### config.mk
export PLATFORM = sky130hd
export DESIGN_NAME = audio_rms_level_smoother_unit
export DESIGN_NICKNAME = d
export VERILOG_FILES = /design/src/design/arls_pkg.sv /design/src/design/audio_rms_level_smoother_unit.sv
export SDC_FILE = /design/constraint.sdc
export NUM_CORES = 2
export LEC_CHECK = 0
export BUFFER_PORTS_ARGS = -buffer_cell sky130_fd_sc_hd__clkbuf_2
export CAP_MARGIN = 20
export CELL_PAD_IN_SITES_DETAIL_PLACEMENT = 1
export CELL_PAD_IN_SITES_GLOBAL_PLACEMENT = 2
export CORE_MARGIN = 2
export CORE_UTILIZATION = 38
export CTS_BUF_LIST = sky130_fd_sc_hd__clkbuf_2
export DETAILED_ROUTE_END_ITERATION = 10
export PLACE_DENSITY = 0.83
export SYNTH_ARGS = -nofsm -noshare
export SYNTH_HDL_FRONTEND = slang
export SYNTH_SLANG_ARGS = --single-unit
### constraint.sdc
create_clock -name clk -period 9.09 [get_ports clk]
set_input_delay 1.818 -clock clk [delete_from_list [all_inputs] [get_ports clk]]
set_output_delay 1.818 -clock clk [all_outputs]
set_load 0.02 [all_outputs]
### src/design/arls_pkg.sv
`timescale 1ns / 1ps

package arls_pkg;

  // field and register widths
  localparam int SAMPLE_W = 16;
  localparam int HALF_W   = 15;
  localparam int LEVEL_W  = 15;
  localparam int SCALED_W = 16;
  localparam int WEIGHT_W = 16;
  localparam int SENS_W   = 15;
  localparam int SUM_W    = 38;

  // shared multiplier operands and product
  localparam int MUL_W  = 17;
  localparam int PROD_W = 2 * MUL_W;

  // square root datapath
  localparam int ROOT_W  = SUM_W / 2;
  localparam int SQREM_W = ROOT_W + 2;

  // iteration counter
  localparam int STEP_W = 6;
  localparam logic [STEP_W-1:0] DIV_STEPS  = STEP_W'(SUM_W - 1);
  localparam logic [STEP_W-1:0] SQRT_STEPS = STEP_W'(ROOT_W - 1);

  // constants of the level arithmetic
  localparam logic [LEVEL_W-1:0]  FULL_SCALE     = 15'd16384;
  localparam logic [SCALED_W-1:0] SCALED_MAX     = 16'hFFFF;
  localparam logic [WEIGHT_W-1:0] WEIGHT_RESET   = 16'd4588;
  localparam logic [SENS_W-1:0]   SENS_RESET     = 15'd3277;
  localparam logic [SUM_W-1:0]    SUM_MAX        = {SUM_W{1'b1}};
  localparam int                  ROUND_HALF     = 32768;

  // configuration register indexes
  localparam logic CFG_IDX_WEIGHT = 1'b0;
  localparam logic CFG_IDX_SENS   = 1'b1;

  typedef enum logic [3:0] {
    S_IDLE,
    S_SQ_LEFT,
    S_SQ_RIGHT,
    S_ACC,
    S_DIV_MEAN,
    S_SQRT,
    S_SMOOTH_MUL,
    S_SMOOTH_UPD,
    S_DIV_SCALE,
    S_DONE
  } state_t;

  typedef enum logic [1:0] {
    MUL_LEFT,
    MUL_RIGHT,
    MUL_SMOOTH
  } mul_sel_t;

endpackage

### src/design/audio_rms_level_smoother_unit.sv
`timescale 1ns / 1ps

// stereo rms level meter with exponential smoothing
//
// input channel: in_valid/in_ready moves one stereo frame per transaction
// (left_sample, right_sample, last_frame). after the transaction cycle, one
// shared 17x17 multiplier squares the left and right halved samples on
// successive cycles and the sum is updated
// a buffer ends at a frame marked last_frame or at MAX_FRAMES frames; the
// closing frame then runs the end-of-buffer sequence on the same shared
// units: a 38-step restoring divide for the mean, a 19-step digit-by-digit
// square root, one multiply for the smoothing step and a second 38-step
// divide for the scaled level
// output channel: out_valid/out_ready carries rms_level, smoothed_level
// and scaled_level from an output register. a new frame is taken while a
// result waits; if another buffer finishes before the receiver takes the
// waiting result, the block holds in its done state with in_ready low
// configuration: cfg_write writes cfg_data into register cfg_index
// (0 smoothing_weight, 1 sensitivity) on the same edge
// reset: sum, count and smoothed level clear, registers take 4588 and 3277
module audio_rms_level_smoother_unit #(
  parameter int MAX_FRAMES = 256
) (
  input  logic                              clk,
  input  logic                              rst,
  input  logic                              cfg_write,
  input  logic                              cfg_index,
  input  logic [arls_pkg::WEIGHT_W-1:0]     cfg_data,
  input  logic                              in_valid,
  output logic                              in_ready,
  input  logic signed [arls_pkg::SAMPLE_W-1:0] left_sample,
  input  logic signed [arls_pkg::SAMPLE_W-1:0] right_sample,
  input  logic                              last_frame,
  output logic                              out_valid,
  input  logic                              out_ready,
  output logic [arls_pkg::LEVEL_W-1:0]      rms_level,
  output logic [arls_pkg::LEVEL_W-1:0]      smoothed_level,
  output logic [arls_pkg::SCALED_W-1:0]     scaled_level
);

  import arls_pkg::*;

  // sample count holds up to two samples per frame of a full buffer
  localparam int CNT_W = $clog2(2 * MAX_FRAMES + 1);
  localparam logic [CNT_W-1:0] CNT_LIMIT = CNT_W'(2 * MAX_FRAMES);
  // divider serves both the mean (by count) and the scaling (by sensitivity)
  localparam int DIV_W = (CNT_W > SENS_W) ? CNT_W : SENS_W;

  state_t state, state_next;

  // configuration registers
  logic [WEIGHT_W-1:0] smoothing_weight;
  logic [SENS_W-1:0]   sensitivity;

  // frame capture
  logic signed [HALF_W-1:0] left_half;
  logic signed [HALF_W-1:0] right_half;
  logic                     last_reg;

  // accumulation state
  logic [SUM_W-1:0] square_sum;
  logic [CNT_W-1:0] sample_count;

  // shared multiplier
  mul_sel_t                  mul_sel;
  logic signed [MUL_W-1:0]   mul_a;
  logic signed [MUL_W-1:0]   mul_b;
  logic signed [PROD_W-1:0]  prod;

  // shared divide / root datapath
  logic [SUM_W-1:0]   dvd;
  logic [DIV_W-1:0]   div_rem;
  logic [DIV_W-1:0]   divisor;
  logic [STEP_W-1:0]  step;
  logic [SQREM_W-1:0] sq_rem;
  logic [ROOT_W-1:0]  sq_root;

  logic [LEVEL_W-1:0] rms_reg;
  logic [LEVEL_W-1:0] smoothed_store;

  logic load_out;

  // ------------------------------------------------------------------
  // next state
  // ------------------------------------------------------------------
  logic [SUM_W:0]   sum_add;
  logic [SUM_W-1:0] sum_next;
  logic [CNT_W-1:0] count_next;
  logic             buffer_end;
  logic             out_free;

  always_comb begin
    sum_add    = {1'b0, square_sum} + (SUM_W + 1)'($unsigned(prod));
    sum_next   = sum_add[SUM_W] ? SUM_MAX : sum_add[SUM_W-1:0];
    count_next = sample_count + CNT_W'(2);
    buffer_end = last_reg || (count_next >= CNT_LIMIT);
    out_free   = !out_valid || out_ready;
  end

  always_comb begin
    state_next = state;
    case (state)
      S_IDLE:       if (in_valid) state_next = S_SQ_LEFT;
      S_SQ_LEFT:    state_next = S_SQ_RIGHT;
      S_SQ_RIGHT:   state_next = S_ACC;
      S_ACC:        state_next = buffer_end ? S_DIV_MEAN : S_IDLE;
      S_DIV_MEAN:   if (step == '0) state_next = S_SQRT;
      S_SQRT:       if (step == '0) state_next = S_SMOOTH_MUL;
      S_SMOOTH_MUL: state_next = S_SMOOTH_UPD;
      S_SMOOTH_UPD: state_next = S_DIV_SCALE;
      S_DIV_SCALE:  if (step == '0) state_next = S_DONE;
      S_DONE:       if (out_free) state_next = S_IDLE;
      default:      state_next = S_IDLE;
    endcase
  end

  always_ff @(posedge clk) begin
    if (rst) begin
      state <= S_IDLE;
    end else begin
      state <= state_next;
    end
  end

  // ------------------------------------------------------------------
  // control outputs
  // ------------------------------------------------------------------
  always_comb begin
    in_ready = 1'b0;
    load_out = 1'b0;
    mul_sel  = MUL_LEFT;
    case (state)
      S_IDLE:       in_ready = 1'b1;
      S_SQ_LEFT:    mul_sel  = MUL_LEFT;
      S_SQ_RIGHT:   mul_sel  = MUL_RIGHT;
      S_SMOOTH_MUL: mul_sel  = MUL_SMOOTH;
      S_DONE:       load_out = out_free;
      default: begin
        in_ready = 1'b0;
      end
    endcase
  end

  // ------------------------------------------------------------------
  // configuration port
  // ------------------------------------------------------------------
  always_ff @(posedge clk) begin
    if (rst) begin
      smoothing_weight <= WEIGHT_RESET;
      sensitivity      <= SENS_RESET;
    end else if (cfg_write) begin
      case (cfg_index)
        CFG_IDX_WEIGHT: smoothing_weight <= cfg_data;
        CFG_IDX_SENS:   sensitivity      <= cfg_data[SENS_W-1:0];
        default:        smoothing_weight <= smoothing_weight;
      endcase
    end
  end

  // ------------------------------------------------------------------
  // shared multiplier: squares of halved samples, then the smoothing product
  // ------------------------------------------------------------------
  logic [LEVEL_W-1:0]      rms_clamp;
  logic signed [MUL_W-1:0] level_diff;

  always_comb begin
    rms_clamp  = (sq_root > ROOT_W'(FULL_SCALE)) ? FULL_SCALE : sq_root[LEVEL_W-1:0];
    // the root is final once the square root steps end
    level_diff = $signed({2'b00, rms_clamp}) - $signed({2'b00, smoothed_store});
    case (mul_sel)
      MUL_LEFT: begin
        mul_a = MUL_W'(left_half);
        mul_b = MUL_W'(left_half);
      end
      MUL_RIGHT: begin
        mul_a = MUL_W'(right_half);
        mul_b = MUL_W'(right_half);
      end
      MUL_SMOOTH: begin
        mul_a = level_diff;
        mul_b = $signed({1'b0, smoothing_weight});
      end
      default: begin
        mul_a = '0;
        mul_b = '0;
      end
    endcase
  end

  always_ff @(posedge clk) begin
    prod <= mul_a * mul_b;
  end

  // ------------------------------------------------------------------
  // divide step (restoring, one quotient bit a cycle)
  // ------------------------------------------------------------------
  logic [DIV_W:0]   div_trial;
  logic             div_ge;
  logic [DIV_W:0]   div_diff;
  logic [DIV_W-1:0] div_rem_next;

  always_comb begin
    div_trial    = {div_rem, dvd[SUM_W-1]};
    div_ge       = div_trial >= {1'b0, divisor};
    div_diff     = div_trial - {1'b0, divisor};
    div_rem_next = div_ge ? div_diff[DIV_W-1:0] : div_trial[DIV_W-1:0];
  end

  // ------------------------------------------------------------------
  // square root step (two radicand bits a cycle)
  // ------------------------------------------------------------------
  logic [SQREM_W+1:0] sq_shift;
  logic [SQREM_W+1:0] sq_trial;
  logic               sq_ge;
  logic [SQREM_W+1:0] sq_diff;

  always_comb begin
    sq_shift = {sq_rem, dvd[SUM_W-1:SUM_W-2]};
    sq_trial = (SQREM_W + 2)'({sq_root, 2'b01});
    sq_ge    = sq_shift >= sq_trial;
    sq_diff  = sq_shift - sq_trial;
  end

  // ------------------------------------------------------------------
  // smoothing update and scaling dividend
  // ------------------------------------------------------------------
  localparam int T_W     = PROD_W + 1;
  localparam int DELTA_W = T_W - 16;
  localparam int NS_W    = DELTA_W + 1;

  logic signed [T_W-1:0]     round_t;
  logic signed [DELTA_W-1:0] delta;
  logic signed [NS_W-1:0]    ns_wide;
  logic [LEVEL_W-1:0]        ns;
  logic [SUM_W-1:0]          scale_dvd;
  logic [SENS_W-1:0]         sens_eff;
  logic [SCALED_W-1:0]       scaled_clamp;

  always_comb begin
    round_t = T_W'(prod) + T_W'(ROUND_HALF);
    // arithmetic shift gives the floor for negative values too
    delta   = DELTA_W'(round_t >>> 16);
    ns_wide = $signed({{(NS_W - LEVEL_W){1'b0}}, smoothed_store}) + NS_W'(delta);
    if (ns_wide < 0) begin
      ns = '0;
    end else if (ns_wide > $signed(NS_W'(FULL_SCALE))) begin
      ns = FULL_SCALE;
    end else begin
      ns = ns_wide[LEVEL_W-1:0];
    end
    // ns * 65535 as shift and subtract
    scale_dvd = {ns, 16'd0} - SUM_W'(ns);
    sens_eff  = (sensitivity == '0) ? SENS_W'(1) : sensitivity;
    scaled_clamp = (dvd > SUM_W'(SCALED_MAX)) ? SCALED_MAX : dvd[SCALED_W-1:0];
  end

  // ------------------------------------------------------------------
  // datapath registers
  // ------------------------------------------------------------------
  always_ff @(posedge clk) begin
    if (rst) begin
      square_sum     <= '0;
      sample_count   <= '0;
      smoothed_store <= '0;
    end else begin
      case (state)
        S_ACC: begin
          if (buffer_end) begin
            square_sum   <= '0;
            sample_count <= '0;
          end else begin
            square_sum   <= sum_next;
            sample_count <= count_next;
          end
        end
        S_SQ_RIGHT: square_sum <= sum_next;
        S_SMOOTH_UPD: smoothed_store <= ns;
        default: begin
          square_sum <= square_sum;
        end
      endcase
    end
  end

  always_ff @(posedge clk) begin
    case (state)
      S_IDLE: begin
        left_half  <= HALF_W'(left_sample >>> 1);
        right_half <= HALF_W'(right_sample >>> 1);
        last_reg   <= last_frame;
      end
      S_ACC: begin
        dvd     <= sum_next;
        div_rem <= '0;
        divisor <= DIV_W'(count_next);
        step    <= DIV_STEPS;
      end
      S_DIV_MEAN: begin
        dvd     <= {dvd[SUM_W-2:0], div_ge};
        div_rem <= div_rem_next;
        step    <= (step == '0) ? SQRT_STEPS : step - STEP_W'(1);
        sq_rem  <= '0;
        sq_root <= '0;
      end
      S_SQRT: begin
        dvd     <= {dvd[SUM_W-3:0], 2'b00};
        sq_rem  <= sq_ge ? sq_diff[SQREM_W-1:0] : sq_shift[SQREM_W-1:0];
        sq_root <= {sq_root[ROOT_W-2:0], sq_ge};
        step    <= step - STEP_W'(1);
      end
      S_SMOOTH_MUL: rms_reg <= rms_clamp;
      S_SMOOTH_UPD: begin
        dvd     <= scale_dvd;
        div_rem <= '0;
        divisor <= DIV_W'(sens_eff);
        step    <= DIV_STEPS;
      end
      S_DIV_SCALE: begin
        dvd     <= {dvd[SUM_W-2:0], div_ge};
        div_rem <= div_rem_next;
        step    <= step - STEP_W'(1);
      end
      default: begin
        step <= step;
      end
    endcase
  end

  // output register
  always_ff @(posedge clk) begin
    if (rst) begin
      out_valid <= 1'b0;
    end else if (load_out) begin
      out_valid <= 1'b1;
    end else if (out_ready) begin
      out_valid <= 1'b0;
    end
  end

  always_ff @(posedge clk) begin
    if (load_out) begin
      rms_level      <= rms_reg;
      smoothed_level <= smoothed_store;
      scaled_level   <= scaled_clamp;
    end
  end

endmodule
==> results.md <==
| Metric | This run |
|:---|:---|
| Max-slew headroom | 34.4% |
| Category of the worst setup path capture point | flop |
| Core region area | 78,900 um^2 |
| Total Routed Length | 100,000 um |
| I/O pin count | 103 |
| Clock buffer count from CTS | 94 |
| Global-route wire length before repair | 155,000 um |
| Initial antenna violation count | 8 |
| Arrival time of data at the critical path endpoint | 9990 ps |
| Vias in the first global route | 26,600 |
| Fraction of the mapped netlist area in simple logic gates | 15.8% |
| Most frequent CP cell | sky130_fd_sc_hd__fa_1 |
| Delay contributed by the slowest stage of the critical path | 560 ps |
| Die height | 286 um |
| Data required time of the worst path | 10,090 ps |
| Net count reported at finish | 4,158 |
| Number of levels in the clock H-tree | 3 |
| Maximum clock path buffer count | 3 |
| Final hold viol count | 0 |
| CTS Hold Buffers Added | 0 |
| Cell area after technology mapping | 30,200 um^2 |
| Clock latency reported for the late side of the worst-skew pair | 1170 ps |
| GRT Overall Usage | 24.4% |
| Combinational family with the most area after synthesis | adder cells |
| Count of unresolved DRC violations after routing | 0 |
| Async set or reset register ratio after synthesis | 0% |
| DPL Wire Length | 78,900 um |
| 1st-iter DRT viols | 1,782 |
| Die Area | 81,700 um^2 |
| Clk slew on worst S/H paths | 100 ps |
| Accumulated negative setup slack | 0 ps |
| Number of rows in the core area | 103 |
| Number of nets with antenna violations after detailed routing | 0 |
| Commonest non-fill, non-tap cell in the layout | sky130_fd_sc_hd__inv_1 |
| Filler cells | 9,313 |
| Avg Vias per Cell | 5.41 |
| Effective utilization at floorplan | 38.3% |
| Area taken by flip-flops and latches | 8830 um^2 |
| RD Place Congestion | 0.918 |
| Number of port buffers | 100 |
| Skew final | 154 ps |
| Multiplexer area fraction after synthesis | 0.742% |
| Worst-case register-to-register setup slack | 100 ps |
| Type of the most critical hold path | reg -> reg |
| RSZ-0062 raised after global routing | true |
| Horiz. Die Dim | 286 um |
| Synth Area in Compound Gates | 15.9% |
| Syn nets | 3,837 |
| Reported max-cap violation count | 0 |
| Total area of multi-input combinational cells | 19,900 um^2 |
| Total number of vias | 25,700 |
| Critical path's top delay family | adder cells |
| Post-route clock period utilization | 98.9% |
| Cells after synthesis | 3,300 |
| Final slew viol count | 0 |
| Yosys reg bits | 338 |
| Final Critical Period | 8990 ps |
| Total gr overflow | 0 |
| Num Clock Sinks | 338 |
| Signed area change from the synthesized netlist to the final layout | 16.3% |
| Pin count of the biggest net entering global routing | 57 |
| Adder-cell share of the synthesized area | 27.2% |
| Sequential element share of the synthesized area | 29.2% |
| Share of the synthesized netlist area taken by xor and xnor gates | 3.94% |
| Hold Worst Slack | 424 ps |
| Final setup violating endpoints | 0 |
| Avg WL per Cell | 21.1 um |
| Synth Flop Type | sky130_fd_sc_hd__edfxtp_1 |
| Type of origin of the critical path | flop |
| Critical path buffer and inverter count | 8 |
| Slew at the pin with the worst max-slew slack | 973 ps |
| Count of warnings emitted by yosys | 0 |
| Result of the run | complete, no violations |
| Synthesized area per cell | 9.15 um^2 |
| Biggest registers after layout | dvd (38), square_sum (38), prod (34) |
| EDFF count, synth | 206 |
| Biggest fanout along the worst timing path | 4 |
| Commonest cells after routing, fill and taps aside | 421 x sky130_fd_sc_hd__inv_1, 314 x sky130_fd_sc_hd__nor2_1, 313 x sky130_fd_sc_hd__nand2_1 |
| Number of optimization iterations in the first detailed-route pass | 5 |
| Number of distinct standard cells referenced by the synthesized netlist | 95 |
| Cell chosen for the clock root | sky130_fd_sc_hd__clkbuf_2 |
| Cell type of the slowest stage on the worst timing path | sky130_fd_sc_hd__fa_1 |
| Share of final-layout standard cells stronger than drive strength 1 | 18.3% |
| Critical setup path kind | reg -> reg |
| Achievable Freq | 0.111 GHz |
| CTS tree | built |
-- final timing paths --
kind                                                 to                     start  cells past startpoint
worst min register to register  rms_level[11]$_DFFE_PP_     rms_reg[11]$_DFFE_PP_                      0
worst min-delay path            rms_level[11]$_DFFE_PP_     rms_reg[11]$_DFFE_PP_                      0
worst max-delay path                   prod[33]$_DFF_P_  sq_root[9]$_SDFFCE_PP0P_                     40
worst max register to register         prod[33]$_DFF_P_  sq_root[9]$_SDFFCE_PP0P_                     40
-- synthesized netlist by cell type (10+ instances only) --
library cell | count | area, um^2
sky130_fd_sc_hd__inv_1 | 440 | 1650
sky130_fd_sc_hd__or3_1 | 37 | 231
sky130_fd_sc_hd__o21a_1 | 30 | 225
sky130_fd_sc_hd__a22oi_1 | 36 | 270
sky130_fd_sc_hd__nor2_1 | 320 | 1200
sky130_fd_sc_hd__o21ai_0 | 120 | 601
sky130_fd_sc_hd__fa_1 | 290 | 5810
sky130_fd_sc_hd__a21oi_1 | 214 | 1070
sky130_fd_sc_hd__clkbuf_1 | 115 | 432
sky130_fd_sc_hd__ha_1 | 192 | 2400
sky130_fd_sc_hd__edfxtp_1 | 206 | 6190
sky130_fd_sc_hd__o21ai_1 | 12 | 60.1
sky130_fd_sc_hd__a221oi_1 | 19 | 166
sky130_fd_sc_hd__o31ai_1 | 36 | 270
sky130_fd_sc_hd__nand3b_1 | 19 | 143
sky130_fd_sc_hd__a31oi_1 | 23 | 144
sky130_fd_sc_hd__and3_1 | 24 | 150
sky130_fd_sc_hd__a222oi_1 | 10 | 100
sky130_fd_sc_hd__o211ai_1 | 21 | 158
sky130_fd_sc_hd__nor4_1 | 19 | 119
sky130_fd_sc_hd__a21o_1 | 44 | 330
sky130_fd_sc_hd__nor3_1 | 57 | 285
sky130_fd_sc_hd__dfxtp_1 | 132 | 2640
sky130_fd_sc_hd__xor2_1 | 36 | 315
sky130_fd_sc_hd__and2_1 | 39 | 244
sky130_fd_sc_hd__o31a_1 | 10 | 87.6
sky130_fd_sc_hd__nand3_1 | 83 | 415
sky130_fd_sc_hd__a211o_1 | 10 | 87.6
sky130_fd_sc_hd__a21boi_0 | 10 | 75.1
sky130_fd_sc_hd__nand2_1 | 321 | 1200
sky130_fd_sc_hd__mux2i_1 | 19 | 190
sky130_fd_sc_hd__nand2b_1 | 33 | 206
sky130_fd_sc_hd__o21bai_1 | 13 | 97.6
sky130_fd_sc_hd__nand4_1 | 15 | 93.8
sky130_fd_sc_hd__xnor2_1 | 100 | 876
sky130_fd_sc_hd__nor2b_1 | 20 | 125
sky130_fd_sc_hd__a211oi_1 | 19 | 143
-- area by class of cell --
| type | instances | share of cell area [%] |
|---|---|---|
| sequential | 338 | 25.1 |
| clock inverter | 27 | 0.363 |
| multi-input combinational | 2389 | 56.8 |
| tap | 1050 | 3.74 |
| antenna | 5 | 0.0356 |
| inverter | 440 | 4.70 |
| clock buffer | 145 | 2.07 |
| timing repair buffer | 358 | 7.17 |
-- routing by layer --
metal,routed length (um),part of all wire (%),GRT usage (%),up-vias
met5,39,0.039,0,-
met2,47000,47,39.8,622
met1,44700,45,33.4,12900
li1,-,-,-,12000
met4,3650,3.6,8.86,6
met3,4900,4.9,3.13,186
-- through the flow --
stage	utilization [%]	std cells	area, um^2	worst slack (ps)
3_5_place_dp	42.3	4548	33300	-857
6_report	44.5	4752	35100	103
4_1_cts	44.0	4733	34700	11.4
5_1_grt	44.5	4750	35100	-288
3_3_place_gp	42.3	4548	33300	-534
2_1_floorplan	-	3300	30200	12.7
-- logic make-up after synthesis --
kind of cell / count (synthesis)
and+or+nand+nor: 1027
AOI/OAI and AO/OA: 721
buffers and inverters: 573
adders and majority gates: 482
DFF: 338
xor gates and xnor gates: 136
muxes: 22
other: 1
-- what timing repair did --
item	in CTS	in global routing
pin swaps	72	70
setup endpoints to repair	13	13
gates resized for setup	89	71
buffers inserted	14	15
Power is left out: the tool's default activity adds up to more than one toggle a clock period on the data nets, which glitch-free logic cannot reach.
